File: config.mk
export PLATFORM = sky130hd
export DESIGN_NAME = wall_evidence_map
export DESIGN_NICKNAME = d
export VERILOG_FILES = /design/src/rtl/wem_pkg.sv /design/src/rtl/wall_evidence_map.sv
export SDC_FILE = /design/constraint.sdc
export NUM_CORES = 2
export LEC_CHECK = 0
export BUFFER_PORTS_ARGS = -buffer_cell sky130_fd_sc_hd__buf_2
export CORE_MARGIN = 2
export CORE_UTILIZATION = 24
export DETAILED_ROUTE_END_ITERATION = 16
export GPL_TIMING_DRIVEN = 1
export PLACE_DENSITY = 0.46
export SYNTH_ARGS = -nofsm -noshare
export SYNTH_HDL_FRONTEND = slang
export SYNTH_SLANG_ARGS = --single-unit
File: constraint.sdc
create_clock -name clock -period 17.2 [get_ports clock]
set_input_delay 1.72 -clock clock [delete_from_list [all_inputs] [get_ports clock]]
set_output_delay 1.72 -clock clock [all_outputs]
set_load 0.01 [all_outputs]
File: src/rtl/wem_pkg.sv
`default_nettype none

package wem_pkg;

   localparam int GRID_SIZE_DEFAULT = 16;

   // counter range and the steps applied to it
   localparam int EV_LIMIT = 3;
   localparam int EV_BUMP  = 2;
   localparam int EV_SURE  = 2;

   localparam int EV_WIDTH    = 3;
   localparam int COUNT_WIDTH = 9;

   localparam logic [2:0] ACT_OBSERVE = 3'd0;
   localparam logic [2:0] ACT_CROSSED = 3'd1;
   localparam logic [2:0] ACT_BLOCKED = 3'd2;
   localparam logic [2:0] ACT_QUERY   = 3'd3;
   localparam logic [2:0] ACT_FORGET  = 3'd4;

   localparam logic [1:0] SIDE_NORTH = 2'd0;
   localparam logic [1:0] SIDE_EAST  = 2'd1;
   localparam logic [1:0] SIDE_SOUTH = 2'd2;
   localparam logic [1:0] SIDE_WEST  = 2'd3;

   localparam logic [1:0] WS_UNKNOWN = 2'd0;
   localparam logic [1:0] WS_PRESENT = 2'd1;
   localparam logic [1:0] WS_ABSENT  = 2'd2;

   typedef logic signed [EV_WIDTH-1:0] ev_type;

   function automatic logic [1:0] wall_state_of(input ev_type ev);
      logic [1:0] ws;
      if (ev > 0) begin
         ws = WS_PRESENT;
      end else if (ev < 0) begin
         ws = WS_ABSENT;
      end else begin
         ws = WS_UNKNOWN;
      end
      return ws;
   endfunction

endpackage

`default_nettype wire

File: src/rtl/wall_evidence_map.sv
`default_nettype none

// Wall evidence store for a GRID_SIZE x GRID_SIZE cell grid.
// A request is transferred at a rising edge with start high and busy low. It
// names a cell, a side and an action (observe, crossed, blocked, query or
// forget). The block holds one saturating counter from -3 to +3 per interior
// wall in two memories (north walls and east walls), one entry per cell.
// Observe, crossed and blocked requests do one read-modify-write of the memory
// and query requests one read: busy through the read and update states after
// the transfer, and rsp_valid pulses once the block is back in idle; a new
// request can be transferred in that same cycle, but not before that pulse.
// Forget sweeps both memories together, one entry per cycle through the single
// read and write port of each.
// Border sides and cells outside the grid read as a fixed wall (evidence 3)
// and are never written.
// Each response is on the rsp_ ports for exactly one cycle, marked by
// rsp_valid; the receiver cannot stall it.
// After reset a clearing pass zeroes every entry, during which busy is high
// and no request is taken.
module wall_evidence_map
   import wem_pkg::*;
#(
   parameter int GRID_SIZE = GRID_SIZE_DEFAULT
) (
   input  wire logic                   clock,
   input  wire logic                   reset,
   input  wire logic                   start,
   output logic                        busy,
   input  wire logic [2:0]             req_action,
   input  wire logic [3:0]             req_cell_x,
   input  wire logic [3:0]             req_cell_y,
   input  wire logic [1:0]             req_side,
   input  wire logic                   req_present,
   input  wire logic signed [2:0]      req_forget_limit,
   output logic                        rsp_valid,
   output logic signed [2:0]           rsp_evidence,
   output logic [1:0]                  rsp_wall_state,
   output logic                        rsp_on_border,
   output logic                        rsp_open_explore,
   output logic                        rsp_open_verified,
   output logic [COUNT_WIDTH-1:0]      rsp_forgot_count
);

   localparam int CELLS = GRID_SIZE * GRID_SIZE;
   localparam int AW = $clog2(CELLS);
   localparam logic [AW-1:0] LAST_ADDR = AW'(CELLS - 1);
   localparam logic [COUNT_WIDTH-1:0] COUNT_MAX = '1;

   typedef enum logic [5:0] {
      ST_IDLE   = 6'b000001,
      ST_CLEAR  = 6'b000010,
      ST_READ   = 6'b000100,
      ST_UPDATE = 6'b001000,
      ST_FORGET = 6'b010000,
      ST_FDRAIN = 6'b100000
   } state_type;

   state_type state_ff, state_in;
   logic [AW-1:0] sweep_ff, sweep_in;
   logic pend_ff, pend_in;
   logic [AW-1:0] pend_addr_ff, pend_addr_in;
   logic [COUNT_WIDTH-1:0] count_ff, count_in;

   logic [2:0] act_ff, act_in;
   logic [3:0] x_ff, x_in;
   logic [3:0] y_ff, y_in;
   logic [1:0] side_ff, side_in;
   logic present_ff, present_in;
   ev_type limit_ff, limit_in;

   logic rsp_valid_ff, rsp_valid_in;
   ev_type rsp_ev_ff, rsp_ev_in;
   logic [1:0] rsp_ws_ff, rsp_ws_in;
   logic rsp_border_ff, rsp_border_in;
   logic rsp_explore_ff, rsp_explore_in;
   logic rsp_verified_ff, rsp_verified_in;
   logic [COUNT_WIDTH-1:0] rsp_count_ff, rsp_count_in;

   // memories, one read port and one write port each
   logic [EV_WIDTH-1:0] north_mem [CELLS];
   logic [EV_WIDTH-1:0] east_mem [CELLS];
   ev_type rd_north_ff, rd_east_ff;
   logic [AW-1:0] rd_addr, wr_addr;
   logic wr_en_north, wr_en_east;
   ev_type wr_data;

   logic [AW-1:0] addr_calc;
   logic border_calc;
   logic is_north;
   ev_type ev_old, ev_new;
   logic qual_north, qual_east;
   logic [COUNT_WIDTH:0] count_sum;

   // wall address and border check from the held request
   always_comb begin
      int ax;
      int ay;
      logic outside;
      ax = int'(x_ff);
      ay = int'(y_ff);
      outside = (int'(x_ff) >= GRID_SIZE) || (int'(y_ff) >= GRID_SIZE);
      border_calc = outside;
      case (side_ff)
         SIDE_NORTH: begin
            border_calc = outside || (int'(y_ff) + 1 >= GRID_SIZE);
         end
         SIDE_EAST: begin
            border_calc = outside || (int'(x_ff) + 1 >= GRID_SIZE);
         end
         SIDE_SOUTH: begin
            border_calc = outside || (y_ff == 4'd0);
            ay = int'(y_ff) - 1;
         end
         SIDE_WEST: begin
            border_calc = outside || (x_ff == 4'd0);
            ax = int'(x_ff) - 1;
         end
         default: begin
            border_calc = 1'b1;
         end
      endcase
      addr_calc = AW'(ax * GRID_SIZE + ay);
   end

   assign is_north = (side_ff == SIDE_NORTH) || (side_ff == SIDE_SOUTH);
   assign ev_old = is_north ? rd_north_ff : rd_east_ff;

   always_comb begin
      ev_new = ev_old;
      case (act_ff)
         ACT_OBSERVE: begin
            if (present_ff) begin
               if (ev_old < ev_type'(EV_LIMIT)) begin
                  ev_new = ev_old + ev_type'(1);
               end
            end else if (ev_old > -ev_type'(EV_LIMIT)) begin
               ev_new = ev_old - ev_type'(1);
            end
         end
         ACT_CROSSED: begin
            ev_new = -ev_type'(EV_LIMIT);
         end
         ACT_BLOCKED: begin
            // any positive count plus the bump saturates at the limit
            ev_new = (ev_old > 0) ? ev_type'(EV_LIMIT) : ev_type'(EV_BUMP);
         end
         default: begin
            ev_new = ev_old;
         end
      endcase
   end

   assign qual_north = (rd_north_ff > 0) && (rd_north_ff <= limit_ff);
   assign qual_east = (rd_east_ff > 0) && (rd_east_ff <= limit_ff);
   assign count_sum = {1'b0, count_ff} + (COUNT_WIDTH + 1)'(qual_north)
                      + (COUNT_WIDTH + 1)'(qual_east);

   always_comb begin
      state_in = state_ff;
      sweep_in = sweep_ff;
      pend_in = pend_ff;
      pend_addr_in = pend_addr_ff;
      count_in = count_ff;
      act_in = act_ff;
      x_in = x_ff;
      y_in = y_ff;
      side_in = side_ff;
      present_in = present_ff;
      limit_in = limit_ff;
      rsp_valid_in = 1'b0;
      rsp_ev_in = rsp_ev_ff;
      rsp_ws_in = rsp_ws_ff;
      rsp_border_in = rsp_border_ff;
      rsp_explore_in = rsp_explore_ff;
      rsp_verified_in = rsp_verified_ff;
      rsp_count_in = rsp_count_ff;
      rd_addr = sweep_ff;
      wr_addr = sweep_ff;
      wr_en_north = 1'b0;
      wr_en_east = 1'b0;
      wr_data = '0;

      // write back a swept entry whose read data has arrived
      if (pend_ff) begin
         wr_addr = pend_addr_ff;
         wr_en_north = qual_north;
         wr_en_east = qual_east;
         count_in = count_sum[COUNT_WIDTH] ? COUNT_MAX : count_sum[COUNT_WIDTH-1:0];
      end

      case (state_ff)
         ST_CLEAR: begin
            wr_en_north = 1'b1;
            wr_en_east = 1'b1;
            sweep_in = sweep_ff + AW'(1);
            if (sweep_ff == LAST_ADDR) begin
               state_in = ST_IDLE;
            end
         end
         ST_IDLE: begin
            if (start) begin
               act_in = req_action;
               x_in = req_cell_x;
               y_in = req_cell_y;
               side_in = req_side;
               present_in = req_present;
               limit_in = req_forget_limit;
               if (req_action == ACT_FORGET) begin
                  sweep_in = '0;
                  count_in = '0;
                  pend_in = 1'b0;
                  state_in = ST_FORGET;
               end else begin
                  state_in = ST_READ;
               end
            end
         end
         ST_READ: begin
            rd_addr = addr_calc;
            state_in = ST_UPDATE;
         end
         ST_UPDATE: begin
            wr_addr = addr_calc;
            wr_data = ev_new;
            if (!border_calc && (act_ff == ACT_OBSERVE || act_ff == ACT_CROSSED
                                 || act_ff == ACT_BLOCKED)) begin
               wr_en_north = is_north;
               wr_en_east = !is_north;
            end
            rsp_valid_in = 1'b1;
            rsp_count_in = '0;
            rsp_border_in = border_calc;
            if (border_calc) begin
               rsp_ev_in = ev_type'(EV_LIMIT);
               rsp_ws_in = WS_PRESENT;
               rsp_explore_in = 1'b0;
               rsp_verified_in = 1'b0;
            end else begin
               rsp_ev_in = ev_new;
               rsp_ws_in = wall_state_of(ev_new);
               rsp_explore_in = (ev_new <= 0);
               rsp_verified_in = (ev_new <= -ev_type'(EV_SURE));
            end
            state_in = ST_IDLE;
         end
         ST_FORGET: begin
            rd_addr = sweep_ff;
            pend_in = 1'b1;
            pend_addr_in = sweep_ff;
            sweep_in = sweep_ff + AW'(1);
            if (sweep_ff == LAST_ADDR) begin
               state_in = ST_FDRAIN;
            end
         end
         ST_FDRAIN: begin
            pend_in = 1'b0;
            rsp_valid_in = 1'b1;
            rsp_ev_in = '0;
            rsp_ws_in = WS_UNKNOWN;
            rsp_border_in = 1'b0;
            rsp_explore_in = 1'b0;
            rsp_verified_in = 1'b0;
            rsp_count_in = count_in;
            state_in = ST_IDLE;
         end
         default: begin
            state_in = ST_IDLE;
         end
      endcase
   end

   always_ff @(posedge clock) begin
      if (reset) begin
         state_ff <= ST_CLEAR;
         sweep_ff <= '0;
         pend_ff <= 1'b0;
         count_ff <= '0;
         rsp_valid_ff <= 1'b0;
      end else begin
         state_ff <= state_in;
         sweep_ff <= sweep_in;
         pend_ff <= pend_in;
         count_ff <= count_in;
         rsp_valid_ff <= rsp_valid_in;
      end
   end

   always_ff @(posedge clock) begin
      pend_addr_ff <= pend_addr_in;
      act_ff <= act_in;
      x_ff <= x_in;
      y_ff <= y_in;
      side_ff <= side_in;
      present_ff <= present_in;
      limit_ff <= limit_in;
      rsp_ev_ff <= rsp_ev_in;
      rsp_ws_ff <= rsp_ws_in;
      rsp_border_ff <= rsp_border_in;
      rsp_explore_ff <= rsp_explore_in;
      rsp_verified_ff <= rsp_verified_in;
      rsp_count_ff <= rsp_count_in;
   end

   always_ff @(posedge clock) begin
      if (wr_en_north) begin
         north_mem[wr_addr] <= wr_data;
      end
      if (wr_en_east) begin
         east_mem[wr_addr] <= wr_data;
      end
      rd_north_ff <= north_mem[rd_addr];
      rd_east_ff <= east_mem[rd_addr];
   end

   assign busy = (state_ff != ST_IDLE);
   assign rsp_valid = rsp_valid_ff;
   assign rsp_evidence = rsp_ev_ff;
   assign rsp_wall_state = rsp_ws_ff;
   assign rsp_on_border = rsp_border_ff;
   assign rsp_open_explore = rsp_explore_ff;
   assign rsp_open_verified = rsp_verified_ff;
   assign rsp_forgot_count = rsp_count_ff;

`ifndef ASSERT_OFF
   a_rsp_from_update: assert property (@(posedge clock) disable iff (reset)
      rsp_valid |-> $past(state_ff == ST_UPDATE || state_ff == ST_FDRAIN))
      else $error("response strobe without a finishing step");

   a_transfer_goes_busy: assert property (@(posedge clock) disable iff (reset)
      (start && !busy) |=> busy)
      else $error("request transfer did not start work");

   a_border_is_wall: assert property (@(posedge clock) disable iff (reset)
      (rsp_valid && rsp_on_border) |-> (rsp_evidence == ev_type'(EV_LIMIT)
                                        && !rsp_open_explore))
      else $error("border response not a fixed wall");

   a_verified_is_open: assert property (@(posedge clock) disable iff (reset)
      (rsp_valid && rsp_open_verified) |-> rsp_open_explore)
      else $error("verified opening not reported open");

   a_forget_only_count: assert property (@(posedge clock) disable iff (reset)
      (rsp_valid && rsp_forgot_count != '0) |-> (rsp_evidence == '0
                                                 && !rsp_on_border))
      else $error("forget response carries wall fields");
`endif

endmodule

`default_nettype wire
# Yosys cells after proc, flatten, opt, wreduce, memory -nomap -nowiden
# Memory sizes are Yosys's and may differ from the RTL's. A register that Yosys moved wholly into a read port is not among the register bits.
# Index checks and enable logic that the tools add are counted.
word_totals:
  ff_bits: 67
  mem_bits_rw: 1536
  in_bits: 20
  out_inout_bits: 19
  wordCells: 134
  mem_count: 2
classes:
  addsub: 10
  n_lt_le_gt_ge: 13
  n_eq_ne: 18
  muxes: 52
  reduce_logical: 21
memory_table:
  columns: ["memory", "words", "word_bits", "rd", "rd_clocked_by_memory_dff", "wr", "line_no", "source"]
  rows:
  - ["east_mem", 256, 3, 1, 1, 1, "wall_evidence_map.sv:81", "logic [EV_WIDTH-1:0] east_mem [CELLS];"]
  - ["north_mem", 256, 3, 1, 1, 1, "wall_evidence_map.sv:80", "logic [EV_WIDTH-1:0] north_mem [CELLS];"]
op_table:
  columns: ["cell", "count"]
  rows:
  - ["8-bit 2-to-1 mux", 6]
  - ["9-bit 2-to-1 mux", 5]
  - ["6-bit one-hot mux with 4 select lines", 1]
  - ["3-bit 2-to-1 mux", 6]
  - ["6-bit 2-to-1 mux", 3]
  - ["9-bit one-hot mux with 2 select lines", 1]
  - ["8-bit one-hot mux with 2 select lines", 1]
  - ["1-bit 2-to-1 mux", 14]
  - ["3-bit by 1-bit > comparator with 1-bit output, second input constant", 4]
  - ["10-bit by 1-bit adder with 10-bit output", 1]
  - ["4-bit by 1-bit adder with 5-bit output, second input constant", 2]
  - ["9-bit by 1-bit adder with 10-bit output", 1]
  - ["5-bit greater-or-equal comparator, second input constant", 2]
  - ["1-bit one-hot mux with 2 select lines", 5]
  - ["3-bit one-hot mux with 3 select lines", 1]
  - ["3-bit AND reduction", 3]
  - ["8-bit by 1-bit adder with 8-bit output, second input constant", 1]
  - ["8-bit adder", 1]
  - ["8-bit == test, second input constant", 1]
  - ["4-bit zero test", 2]
  - ["2-bit inequality test, second input constant", 4]
  - ["6-bit by 1-bit == test with 1-bit output, second input constant", 1]
  - ["6-bit by 2-bit == test with 1-bit output, second input constant", 1]
  - ["6-bit by 3-bit == test with 1-bit output, second input constant", 1]
  - ["other kinds (35)", 46]

# Depth between registers and ports, before layout
depth:
  depth_word: 12
  mapped_depth: 16
  mapped_depth_nobuf: 15

# Worst setup path before layout
# Ideal clock, no wire load.
synth_path:
  path_kind: "register -> register"
  startpoint: "register side_ff[0]"
  endpoint: "memory east_mem[0][2] (data pin)"
  setup_time_ns: 2.705
  arrival_time_ns: 14.371
  required_time_ns: 14.495
  path_slack_ns: 0.124
  path_stages_with_launch: 10
  n_path_buf: 1
  period_less_slack_ns: 17.076
  cell_sequence: "edfxtp_1 > buf_2 > mux2i_1 > ha_1 > inv_1 > ha_1 > o31ai_1 > nor2_1 > o32a_1 > nor2b_1"
synth_via:
  elab_chain_len: 8
  elab_cells_between_ends: 13
  cone_classes: "2 x add/sub; 2 x order compare; 1 x eq/ne; 6 x mux; 2 x reduce/logical"
synth_rtl:
  columns: ["element", "line_no", "source"]
  rows:
  - ["from (decl)", "wall_evidence_map.sv:67", "logic [1:0] side_ff, side_in;"]
  - ["from (signal assigned)", "wall_evidence_map.sv:293", "side_ff <= side_in;"]
  - ["2-bit == test or 2-bit zero test (tied branches)", "wall_evidence_map.sv:125", "assign is_north = (side_ff == SIDE_NORTH) || (side_ff == SIDE_SOUTH);"]
  - ["1-bit logical OR (*)", "wall_evidence_map.sv:125", null]
  - ["3-bit 2-to-1 mux (*)", "wall_evidence_map.sv:126", "assign ev_old = is_north ? rd_north_ff : rd_east_ff;"]
  - ["3-bit by 2-bit subtractor with 3-bit output (tied with other cells)", "wall_evidence_map.sv:137", "ev_new = ev_old - ev_type'(1);"]
  - ["3-bit 2-to-1 mux, on equally long branches", "wall_evidence_map.sv:136, wall_evidence_map.sv:133", null]
  - ["3-bit 2-to-1 mux", "wall_evidence_map.sv:132", "if (present_ff) begin"]
  - ["3-bit one-hot mux with 3 select lines (*)", "wall_evidence_map.sv:130", "case (act_ff)"]
  - ["3-bit 2-to-1 mux (*)", "wall_evidence_map.sv:191", "case (state_ff)"]
  - ["via wr_data[2]", "wall_evidence_map.sv:85", "ev_type wr_data;"]
  - ["to (decl)", "wall_evidence_map.sv:81", null]
# The timed path passes the listed nets; every way through them passes the cells marked *.

# Worst setup path after layout
layout_path:
  startpoint: "register state_ff[5]"
  endpoint: "register rd_north_ff[2], read port of north_mem"
layout_via:
  elab_chain_len: 2
layout_rtl:
  columns: ["element", "line_no", "source"]
  rows:
  - ["from (decl)", "wall_evidence_map.sv:58", "state_type state_ff, state_in;"]
  - ["from (signal assigned)", "wall_evidence_map.sv:280", "state_ff <= state_in;"]
  - ["6-bit by 3-bit == test with 1-bit output", "wall_evidence_map.sv:191", null]
  - ["8-bit 2-to-1 mux", "wall_evidence_map.sv:191", null]
  - ["to (decl)", "wall_evidence_map.sv:82", "ev_type rd_north_ff, rd_east_ff;"]
# Every way passes these cells.
# A chain may end at the register's enable or synchronous reset.

==> metrics.cfg <==
[finish]
layout_common_cells = 1578 x edfxtp_1, 827 x nand2_1, 589 x nor2_1
fin_util_pct = 27.7
layout_commonest_cell = edfxtp_1
num-nets-final = 4918
finalNonFillerCells = 8606
drive_gt1_share_pct = 9.43
syn_to_final_growth_pct = 14.6

[cts]
cts_buffers = 172
cts_tree = yes
path_clk_slew_ps = 70
cts-root-buf = clkbuf_16
cts_max_level = 4
clockBufferDepth = 3
post-cts-setup-buffers = 0
ctsResizeCount = 0
clkSinkCount = 1609
clock_latency_ps = 840
hold_buffers = 0

[setup_path]
endpoint_kind = register
critical_path_required_ps = 17950
critical_path.startpoint = state_ff[5]
cp-start-kind = register
worstPathArrival_ps = 7730
cp_max_fo = 147
worstSetupPathType = reg2reg
r2r-start = state_ff[5]

[timing]
max_freq_mhz = 143
finClkSkew_ps = 36.4
relSlewSlack_pct = 12.6
tns_ps = 0
tightest_slew_ps = 1300
hold_violations = 0
min_period_ps = 6980
period_share_pct = 40.6
maxSlewViolCount = 0
setup_violations = 0
rsz0062_at_grt = no

[route]
drc = 0
vias = 41000
drtIter0Drc = 4356
wirelength_um = 199000
avgViaCountPerCell = 4.77
firstDrtPassIters = 6
wire_per_inst_um = 23.2
ant_nets = 0

[global_routing]
overflow = 0
grt_first_pass_wirelength_um = 288000
grt_pass1_vias = 41000
grt_antenna_before_repair = 7
grt_max_degree = 199
grt.total_usage_pct = 13.9

[place]
port_buffers = 38
dp_hpwl_um = 116000
post-place-cells = 8290
gp_congestion = 0.783

[hold_path]
min_from = state_ff[4]
hp-class = reg2reg

[logic_synthesis]
netlist_area_um2 = 66100
ys_types = 71
synth-main-ff-cell = edfxtp_1
synth_edf_count = 1578
syn_inst = 4907
syn_avg_cell_area_um2 = 13.5
yosysSeqAreaShare_pct = 72.6
synthesis.nets = 4950
synth-async-reset-ratio_pct = 0
yosysWarnings = 0
synth-seq-cells = 1609

[run_status]
status = complete, no violations

[floorplanning]
start_util_pct = 24.1
die_x_um = 529
rows = 192
ios = 39
die_h_um = 529
die-area_um2 = 280000
core_um2 = 274000

[power]
power.leakage_nw = 22.1
ir_worst_vdd_mv = 0.0796
power.density_nw_per_um2 = 120

[run]
cap_violations = 0

-- cell families (layout without fill, tap and decap cells) --
group           count (synthesis)  in the layout  synth area share, %
xor+xnor                       18             18                0.238
compound gates                729            729                 7.59
fa+ha+maj                      23             23                0.458
flops                        1609           1609                 72.6
simple gates                 1857           1857                 11.5
other cells                     0              1                    0
mux                           306            306                 5.15
buf+inv                       365            474                 2.43
-- final timing paths --
check                   end  slack (ps)  depth (start not counted)
max          rd_north_ff[2]       10220                         13
min             state_ff[4]         520                          2
max reg2reg  rd_north_ff[2]       10220                         13
min reg2reg     state_ff[4]         520                          2
-- synth_stat cells, drive strengths merged (18+ instances only) --
library cell	count	share of area [%]
edfxtp	1578	72
nand2	853	4.8
nor2	596	3.4
nand3	293	2.2
mux2i	276	4.2
a21oi	217	1.6
buf	187	1.4
clkbuf	153	0.87
o22ai	107	1.0
a211oi	92	1.0
a311oi	57	0.75
a22oi	49	0.56
nand4	32	0.30
dfxtp	31	0.94
nor4	28	0.26
mux4	27	0.92
o21ai	26	0.20
inv	25	0.14
a31oi	21	0.20
ha	21	0.40
o32ai	21	0.28
o221ai	19	0.25
o211ai	18	0.20
-- sequential cells by signal, indices dropped and copies added (netlist names), 3 cells and up --
signal and cells:
count_ff 9, limit_ff 3, state_ff 6, east_mem 768, y_ff 4, rd_east_ff 3, act_ff 3, rsp_evidence 3
x_ff 4, rd_north_ff 3, pend_addr_ff 8, sweep_ff 8, north_mem 768, rsp_forgot_count 9
-- layer usage --
layer  GRT usage, %  part of all wire [%]  vias to the layer above
met5              0                     0                        -
met4           3.85                   2.3                        0
met3           1.96                   5.1                      256
met2           22.9                    48                     1208
met1           19.0                    45                    21100
li1               -                     -                    18400
-- through the flow --
step                cell area, µm²  power, mW  hold WS [ps]  setup WS [ps]
finish                       75800       9.08           524          10220
detailed placement           70300       5.52           505          10330
global route                 75800       9.40           563           9810
CTS                          75800       9.16           515          10320
global placement             70300       5.51           509          10310
floorplan                    66100       5.17           406            124
-- power breakdown --
group          switching (mW)  leakage (nW)  internal, mW
clock network            1.58          2.65          2.07
registers              0.0365          11.3          4.26
logic                   0.788          8.14         0.344
total                    2.40          22.1          6.67
-- critical path, stage by stage, from the launching register on --
cell and delay [ps]:
dfxtp_1 360, nor4_1 520, nand2_1 680, o21ai_4 720, buf_4 630, buf_4 710
buf_12 660, buf_4 690, nand2_1 110, a311oi_1 300, a311oi_1 110, o32ai_1 500
nand3_1 300, o211ai_1 270
-- cell type report --
cell class	count	area, µm²
fillers	27900	198000
flip-flops and latches	1609	48000
multi-input cells	2933	16700
well taps	3589	4490
clock buffers	217	4470
clock inverters	98	1020
repair buffers	134	973
inverters	25	93.8
diodes	1	2.50
Power figures use the tool's default switching activity.
